==> config.mk <==
export PLATFORM = sky130hd
export DESIGN_NAME = udp_ipv4_header_builder
export DESIGN_NICKNAME = d
export VERILOG_FILES = /design/src/rtl/uihb_pkg.sv /design/src/rtl/uihb_front.sv /design/src/rtl/uihb_queue.sv /design/src/rtl/uihb_back.sv /design/src/rtl/udp_ipv4_header_builder.sv
export SDC_FILE = /design/constraint.sdc
export NUM_CORES = 1
export LEC_CHECK = 0
export ABC_CLOCK_PERIOD_IN_PS = 5700
export BUFFER_PORTS_ARGS = -buffer_cell sky130_fd_sc_hd__buf_2
export CAP_MARGIN = 20
export CORE_MARGIN = 1
export CORE_UTILIZATION = 55
export DETAILED_ROUTE_END_ITERATION = 7
export GPL_TIMING_DRIVEN = 1
export HOLD_SLACK_MARGIN = 0.12
export PLACE_DENSITY_LB_ADDON = 0.05
export SLEW_MARGIN = 40
export SYNTH_ARGS = -nofsm -noshare
export SYNTH_HDL_FRONTEND = slang
export SYNTH_HIERARCHICAL = 1
export SYNTH_SLANG_ARGS = --single-unit
export TNS_END_PERCENT = 10
==> constraint.sdc <==
create_clock -name clk -period 5.7 [get_ports clk]
set_input_delay 0 -clock clk [delete_from_list [all_inputs] [get_ports clk]]
set_output_delay 0 -clock clk [all_outputs]
set_load 0.01 [all_outputs]
==> src/rtl/uihb_pkg.sv <==
// types and constants shared by the udp/ipv4 header builder
// no dependencies

package uihb_pkg;

  localparam int HDR_LEN     = 42;
  localparam int IDX_W       = $clog2(HDR_LEN);
  localparam int SUM_W       = 20;
  localparam int QUEUE_DEPTH = 2;

  localparam logic [15:0] ETH_TYPE_IPV4 = 16'h0800;
  localparam logic [7:0]  IP_VER_IHL    = 8'h45;
  localparam logic [7:0]  IP_PROTO_UDP  = 8'h11;
  localparam logic [15:0] IP_LEN_ADD    = 16'd28;
  localparam logic [15:0] UDP_LEN_ADD   = 16'd8;

  localparam logic [47:0] LOCAL_MAC_RST = 48'h525400123456;
  localparam logic [47:0] PEER_MAC_RST  = 48'h52550A000202;
  localparam logic [31:0] LOCAL_IP_RST  = 32'h0A00020F;
  localparam logic [7:0]  HOP_LIMIT_RST = 8'd100;

  typedef enum logic [7:0] {
    CFG_LOCAL_MAC = 8'd0,
    CFG_PEER_MAC  = 8'd1,
    CFG_LOCAL_IP  = 8'd2,
    CFG_HOP_LIMIT = 8'd3
  } cfg_index_t;

  typedef struct packed {
    logic [47:0] own_mac;
    logic [47:0] peer_mac;
    logic [31:0] own_ip;
    logic [7:0]  hop_limit;
  } cfg_t;

  typedef struct packed {
    logic [15:0]      udp_sport;
    logic [31:0]      dst_ip;
    logic [15:0]      dst_port;
    logic [15:0]      body_len;
    logic [SUM_W-1:0] hdr_sum;
    logic             reject;
  } req_t;

endpackage

==> src/rtl/uihb_front.sv <==
// request front end: size check and ip header word sum
// depends on uihb_pkg

module uihb_front import uihb_pkg::*; #(
  parameter int MAX_FRAME = 4096
) (
  input  cfg_t        cfg,
  input  logic [15:0] udp_sport,
  input  logic [31:0] dst_ip,
  input  logic [15:0] dst_port,
  input  logic [15:0] body_len,
  output req_t        req
);

  logic [16:0] frame_len;
  logic [15:0] ip_total_len;

  always_comb begin
    frame_len    = {1'b0, body_len} + 17'(HDR_LEN);
    ip_total_len = body_len + IP_LEN_ADD;
    req.udp_sport = udp_sport;
    req.dst_ip    = dst_ip;
    req.dst_port  = dst_port;
    req.body_len  = body_len;
    req.reject    = frame_len > 17'(MAX_FRAME);
    // checksum field counts as zero; id and fragment words are zero
    req.hdr_sum = SUM_W'({IP_VER_IHL, 8'h00}) + SUM_W'(ip_total_len)
                + SUM_W'({cfg.hop_limit, IP_PROTO_UDP})
                + SUM_W'(cfg.own_ip[31:16]) + SUM_W'(cfg.own_ip[15:0])
                + SUM_W'(dst_ip[31:16]) + SUM_W'(dst_ip[15:0]);
  end

endmodule

==> src/rtl/uihb_queue.sv <==
// short request queue between front end and byte sequencer
// depends on uihb_pkg

module uihb_queue import uihb_pkg::*; (
  input  logic clk,
  input  logic rst,
  input  logic push,
  input  req_t push_data,
  output logic in_ready,
  input  logic pop,
  output logic out_valid,
  output req_t out_data
);

  localparam int PTR_W = $clog2(QUEUE_DEPTH);

  req_t             mem [QUEUE_DEPTH];
  logic [PTR_W-1:0] wr_ptr;
  logic [PTR_W-1:0] rd_ptr;
  logic [PTR_W:0]   count;

  assign in_ready  = count != (PTR_W+1)'(QUEUE_DEPTH);
  assign out_valid = count != '0;
  assign out_data  = mem[rd_ptr];

  always_ff @(posedge clk) begin
    if (push) begin
      mem[wr_ptr] <= push_data;
    end
  end

  always_ff @(posedge clk) begin
    if (rst) begin
      wr_ptr <= '0;
      rd_ptr <= '0;
      count  <= '0;
    end else begin
      if (push) begin
        wr_ptr <= (wr_ptr == PTR_W'(QUEUE_DEPTH - 1)) ? '0 : wr_ptr + 1'b1;
      end
      if (pop) begin
        rd_ptr <= (rd_ptr == PTR_W'(QUEUE_DEPTH - 1)) ? '0 : rd_ptr + 1'b1;
      end
      case ({push, pop})
        2'b10:   count <= count + 1'b1;
        2'b01:   count <= count - 1'b1;
        default: count <= count;
      endcase
    end
  end

endmodule

==> src/rtl/uihb_back.sv <==
// byte sequencer: folds the checksum and emits the header a byte per cycle
// while out_ready allows, one zero byte if rejected; depends on uihb_pkg

module uihb_back import uihb_pkg::*; (
  input  logic       clk,
  input  logic       rst,
  input  cfg_t       cfg,
  input  logic       q_valid,
  input  req_t       q_data,
  output logic       q_pop,
  output logic       out_valid,
  input  logic       out_ready,
  output logic [7:0] out_byte,
  output logic       out_last,
  output logic       out_reject
);

  localparam logic [IDX_W-1:0] LAST_IDX = IDX_W'(HDR_LEN - 1);

  req_t             cur;
  logic [15:0]      csum;
  logic             active;
  logic [IDX_W-1:0] idx;

  logic             advance;
  logic             emit_last;
  logic [16:0]      fold1;
  logic [16:0]      fold2;
  logic [15:0]      csum_next;
  logic [7:0]       hdr [HDR_LEN];
  logic [15:0]      ip_len;
  logic [15:0]      udp_len;

  assign advance   = !out_valid || out_ready;
  assign emit_last = cur.reject || (idx == LAST_IDX);
  assign q_pop     = q_valid && (!active || (advance && emit_last));

  // end-around carry fold
  always_comb begin
    fold1     = {1'b0, q_data.hdr_sum[15:0]} + 17'(q_data.hdr_sum[SUM_W-1:16]);
    fold2     = {1'b0, fold1[15:0]} + 17'(fold1[16]);
    csum_next = ~fold2[15:0];
  end

  always_comb begin
    ip_len  = cur.body_len + IP_LEN_ADD;
    udp_len = cur.body_len + UDP_LEN_ADD;
    for (int i = 0; i < 6; i++) begin
      hdr[i]     = cfg.peer_mac[8*(5-i) +: 8];
      hdr[6 + i] = cfg.own_mac[8*(5-i) +: 8];
    end
    hdr[12] = ETH_TYPE_IPV4[15:8];
    hdr[13] = ETH_TYPE_IPV4[7:0];
    hdr[14] = IP_VER_IHL;
    hdr[15] = 8'h00;
    hdr[16] = ip_len[15:8];
    hdr[17] = ip_len[7:0];
    hdr[18] = 8'h00;
    hdr[19] = 8'h00;
    hdr[20] = 8'h00;
    hdr[21] = 8'h00;
    hdr[22] = cfg.hop_limit;
    hdr[23] = IP_PROTO_UDP;
    hdr[24] = csum[15:8];
    hdr[25] = csum[7:0];
    for (int i = 0; i < 4; i++) begin
      hdr[26 + i] = cfg.own_ip[8*(3-i) +: 8];
      hdr[30 + i] = cur.dst_ip[8*(3-i) +: 8];
    end
    hdr[34] = cur.udp_sport[15:8];
    hdr[35] = cur.udp_sport[7:0];
    hdr[36] = cur.dst_port[15:8];
    hdr[37] = cur.dst_port[7:0];
    hdr[38] = udp_len[15:8];
    hdr[39] = udp_len[7:0];
    hdr[40] = 8'h00;
    hdr[41] = 8'h00;
  end

  always_ff @(posedge clk) begin
    if (q_pop) begin
      cur  <= q_data;
      csum <= csum_next;
    end
    if (advance && active) begin
      out_byte   <= cur.reject ? 8'h00 : hdr[idx];
      out_last   <= emit_last;
      out_reject <= cur.reject;
    end
  end

  always_ff @(posedge clk) begin
    if (rst) begin
      active    <= 1'b0;
      idx       <= '0;
      out_valid <= 1'b0;
    end else begin
      if (advance) begin
        out_valid <= active;
      end
      if (q_pop) begin
        active <= 1'b1;
        idx    <= '0;
      end else if (advance && active) begin
        if (emit_last) begin
          active <= 1'b0;
        end else begin
          idx <= idx + 1'b1;
        end
      end
    end
  end

endmodule

==> src/rtl/udp_ipv4_header_builder.sv <==
// Takes one send request per s_tdata transaction and returns its 42-byte
// Ethernet/IPv4/UDP header on the m_ group, one byte per transaction, wire
// order, tlast on the final byte. A request whose frame (payload + 42 bytes)
// exceeds MAX_FRAME gives a single transaction with tdata 0, tlast 1 and
// tuser 1. Header bytes leave at one per cycle while m_tready is high;
// frames follow without a gap if the next request is queued. A two-entry
// request queue lets new requests be taken while a header is still going
// out, and feeds a current-request register ahead of the output register.
// Configuration writes belong in idle periods; cfg_ready is always high.
// depends on uihb_pkg, uihb_front, uihb_queue, uihb_back

module udp_ipv4_header_builder import uihb_pkg::*; #(
  parameter int MAX_FRAME = 4096
) (
  input  logic        clk,
  input  logic        rst,
  input  logic        s_tvalid,
  output logic        s_tready,
  input  logic [79:0] s_tdata,   // src_port, dst_ip, dst_port, payload_len
  output logic        m_tvalid,
  input  logic        m_tready,
  output logic [7:0]  m_tdata,   // frame_byte
  output logic        m_tlast,
  output logic        m_tuser,   // rejected
  input  logic        cfg_valid,
  output logic        cfg_ready,
  input  logic [7:0]  cfg_index,
  input  logic [47:0] cfg_data
);

  cfg_t cfg;
  req_t front_req;
  req_t q_data;
  logic q_valid;
  logic q_pop;
  logic push;

  assign cfg_ready = 1'b1;
  assign push      = s_tvalid && s_tready;

  always_ff @(posedge clk) begin
    if (rst) begin
      cfg.own_mac   <= LOCAL_MAC_RST;
      cfg.peer_mac  <= PEER_MAC_RST;
      cfg.own_ip    <= LOCAL_IP_RST;
      cfg.hop_limit <= HOP_LIMIT_RST;
    end else if (cfg_valid && cfg_ready) begin
      case (cfg_index)
        CFG_LOCAL_MAC: cfg.own_mac   <= cfg_data;
        CFG_PEER_MAC:  cfg.peer_mac  <= cfg_data;
        CFG_LOCAL_IP:  cfg.own_ip    <= cfg_data[31:0];
        CFG_HOP_LIMIT: cfg.hop_limit <= cfg_data[7:0];
        default: ;
      endcase
    end
  end

  uihb_front #(
    .MAX_FRAME(MAX_FRAME)
  ) u_front (
    .cfg      (cfg),
    .udp_sport(s_tdata[15:0]),
    .dst_ip   (s_tdata[47:16]),
    .dst_port (s_tdata[63:48]),
    .body_len (s_tdata[79:64]),
    .req      (front_req)
  );

  uihb_queue u_queue (
    .clk      (clk),
    .rst      (rst),
    .push     (push),
    .push_data(front_req),
    .in_ready (s_tready),
    .pop      (q_pop),
    .out_valid(q_valid),
    .out_data (q_data)
  );

  uihb_back u_back (
    .clk       (clk),
    .rst       (rst),
    .cfg       (cfg),
    .q_valid   (q_valid),
    .q_data    (q_data),
    .q_pop     (q_pop),
    .out_valid (m_tvalid),
    .out_ready (m_tready),
    .out_byte  (m_tdata),
    .out_last  (m_tlast),
    .out_reject(m_tuser)
  );

  a_reject_is_last: assert property (@(posedge clk) disable iff (rst)
    m_tvalid && m_tuser |-> m_tlast)
    else $error("rejection transaction without tlast");

  a_reject_zero: assert property (@(posedge clk) disable iff (rst)
    m_tvalid && m_tuser |-> m_tdata == 8'h00)
    else $error("rejection transaction with nonzero data");

  a_no_bubble: assert property (@(posedge clk) disable iff (rst)
    m_tvalid && m_tready && !m_tlast |=> m_tvalid)
    else $error("gap inside a header");

endmodule
==> results.toml <==
[worst_setup_path]
reg2reg_depth = 14
reg2reg_to = "u_queue/mem[1][18]"
timing.rr.start = "cfg[32]"
worstPathRequired_ps = 6080
critPathArrivalTime_ps = 5170
cp_slowest_stage_delay_ps = 550
slowest_stage = "dlygate4sd3_1"
critPathTopFamily = "adder cells"
cp_max_fo = 8
cp-end-kind = "flip-flop"
worst-path-buf-inv = 4
reg2reg_slack_ps = 990
crit_type = "in2reg"
worstSetupStartpointType = "input pin"
worstPathCellList = "dlygate4sd3_1 -> buf_2 -> and4_1 -> and3_1 -> nand3_1 -> xnor2_1 -> fa_1 -> inv_1 -> fa_1 -> fa_1 -> fa_1 -> inv_1 -> ha_1 -> a21oi_1 -> o21ai_0 -> a21o_1 -> mux2_2 -> a311oi_1"
critical_path.most_common_cell = "fa_1"

[clocking]
clockBufferDepth = 3
h-tree-depth = 2
post_cts.repair.setup_buffers = 0
clock_tree.root_cell = "clkbuf_16"
cts_resized = 0
clkTransAtPathRegs_ps = 60
clock-sinks = 458
clk_latency_ps = 600
numCtsBuffers = 48
cts_tree = "done"

[job]
maxCapViolCount = 0

[sta]
timing.fmax_mhz = 209
period_share_pct = 83.9
min_period_ps = 4780
fin_skew_ps = 26.2
tightest_slew_ps = 871
rsz0062_at_grt = "false"
tns_ps = 0
holdWs_ps = 147
drv_slew = 0
hold_viol_final = 0
setup_viol = 0
relSlewSlack_pct = 41.9

[final_layout]
drive_above_1_share_pct = 15.7
fill_cells = 3183
fin_cells = 2606
area_growth_syn_to_layout_pct = 15.8
nNetsFinal = 2283
diodes = 0

[worst_hold_path]
hp-start = "s_tdata[63]"
hold_path_depth = 2
hold_class = "in2reg"
hold_path_end = "u_queue/mem[0][52]"

[yosys]
syn_area_sq_um = 23400
synth_compound_area_share_pct = 3.94
yosysTopAreaCellShare_pct = 39.6
yosysWarnings = 6
syn_inst = 1815
yosys-mux-area-fraction_pct = 16.9
yosysMostFrequentCell = "edfxtp_1"
synthSimpleGateAreaFrac_pct = 9.56
synth_ff_type = "edfxtp_1"
synthAdderAreaFrac_pct = 7.91
yosysUniqueCellTypes = 82
syn-num-nets = 2070
synth_top_family_by_area = "multiplexers"
synth_edf_count = 309
syn_avg_cell_area_sq_um = 12.9
synth.top_cells.by_count = "edfxtp_1 (309), mux2i_1 (153), nand2b_1 (152), dfxtp_1 (149), inv_1 (144)"
synth-xor-area-share_pct = 2.61
synth-seq-cells = 458
yosysTopAreaCell = "edfxtp_1"
synth_area_leaders = "edfxtp_1 (40%), dfxtp_1 (13%), mux2i_1 (6.5%), mux4_2 (5.2%), fa_1 (4.9%)"
yosysSeqAreaShare_pct = 52.3
async_reset_ff_share_pct = 0

[drt]
ant_nets = 0
vias_per_cell = 5.52
route.detailed.drc = 0
drt_wl_total_um = 56700
via_count = 14400
dr.pass1.iters = 5
avgRoutedWirePerCell_um = 21.7
drtIter0Drc = 1197

[floorplanning]
row_count = 75
ios = 154
die_w_um = 208
die-area_sq_um = 43500
start_util_pct = 55.8
die_height_um = 208
core_area_sq_um = 42000

[placement]
place.gp.congestion = 0.891
hpwl_um = 38800
portBuffers = 152
placedCellCount = 2358

[grt]
use_met3_pct = 4.26
top_usage_layer = "met2"
grt_max_degree = 102
met1_usage_pct = 38.0
grt_pass1_vias = 14400
grt_first_pass_wirelength_um = 86100
grtUsageMet2_pct = 41.4
antenna_found_initial = 2
gr-total-overflow = 0
gr-usage-all-layers_pct = 26.6

[pwr]
cellLeakagePower_nw = 10.7
p_total_mw = 10.8
p_per_area_nw_per_um2 = 397
ir_drop_mv = 0.396

[run_status]
status = "finished, final reports clean"
[area by class of cell]
cell class | instances | area, sq um | share of cell area [%]
Sequential cell | 458 | 12300 | 45.2
Clock inverter | 30 | 273 | 1.00
Timing Repair Buffer | 326 | 2500 | 9.21
Tap cell | 539 | 674 | 2.48
Multi-Input combinational cell | 1049 | 9620 | 35.4
Clock buffer | 59 | 1260 | 4.65
Inverter | 145 | 544 | 2.01
[metrics by stage]
stage	instance area (sq um)	setup WS [ps]	utilization, %
2_1_floorplan	23400	131	-
3_3_place_gp	24000	1100	57.1
3_5_place_dp	24000	903	57.1
4_1_cts	27100	962	64.5
5_1_grt	27100	649	64.6
6_report	27100	916	64.6
[logic make-up after synthesis]
| logic type | Yosys count |
|---|---|
| AO/OA/AOI/OAI | 138 |
| adder cells (fa/ha/maj) | 114 |
| flip-flops | 458 |
| XOR/XNOR | 69 |
| AND/OR/NAND/NOR | 411 |
| buffers and inverters | 308 |
| multiplexers | 315 |
| other | 2 |
[layout by cell type, fill, tap and decap left out, types with 29 or more instances in the layout]
cell type / netlist / layout
nor2_1: 104 / 103
edfxtp_1: 309 / 309
mux4_2: 54 / 54
mux2_1: 101 / 101
clkbuf_16: 0 / 48
nand2_1: 44 / 44
inv_1: 144 / 144
dlygate4sd3_1: 0 / 158
a21oi_1: 32 / 32
ha_1: 57 / 57
nand2b_1: 152 / 152
xor2_1: 29 / 29
dfxtp_1: 149 / 145
fa_1: 57 / 57
xnor2_1: 39 / 39
buf_2: 17 / 151
o21ai_0: 36 / 36
mux2i_1: 153 / 153
[state kept, by name, indices dropped and copies added (netlist names), named ones only]
signal             cells
cfg                  136
u_back/active          1
u_back/csum           16
u_back/cur            81
u_back/idx             6
u_back/out_byte        8
u_back/out_last        1
u_back/out_reject      1
u_back/out_valid       1
u_queue/count          2
u_queue/mem          202
u_queue/rd_ptr         1
u_queue/wr_ptr         1
[worst max path at each step]
stage | startpoint | to | slack (ps) | depth (start not counted)
2_1_floorplan | u_queue/count[0] | u_queue/mem[0][0] | 130 | 4
3_3_place_gp | s_tdata[70] | u_queue/mem[0][18] | 1100 | 17
3_5_place_dp | s_tdata[70] | u_queue/mem[1][18] | 900 | 17
4_1_cts | s_tdata[71] | u_queue/mem[1][18] | 960 | 18
5_1_grt | s_tdata[71] | u_queue/mem[1][18] | 650 | 18
6_report | s_tdata[71] | u_queue/mem[1][18] | 920 | 18
[metal layers]
metal | up-vias | share of wire (%)
met5 | - | 0.018
met4 | 2 | 3.0
met3 | 91 | 5.8
met2 | 422 | 47
met1 | 7097 | 44
li1 | 6765 | -
[where the power goes]
part / switching [mW] / leakage [nW] / internal [mW]
registers: 0.310 / 4.10 / 4.50
logic: 1.73 / 5.82 / 1.16
clock network: 1.32 / 0.745 / 1.76
total: 3.36 / 10.7 / 7.43
[repair_timing]
item	CTS	global route
hold buffers	158	0
endpoints found under the hold margin	303	0
setup endpoints to repair	0	0
Note: power is estimated with default switching activity, not from simulation.
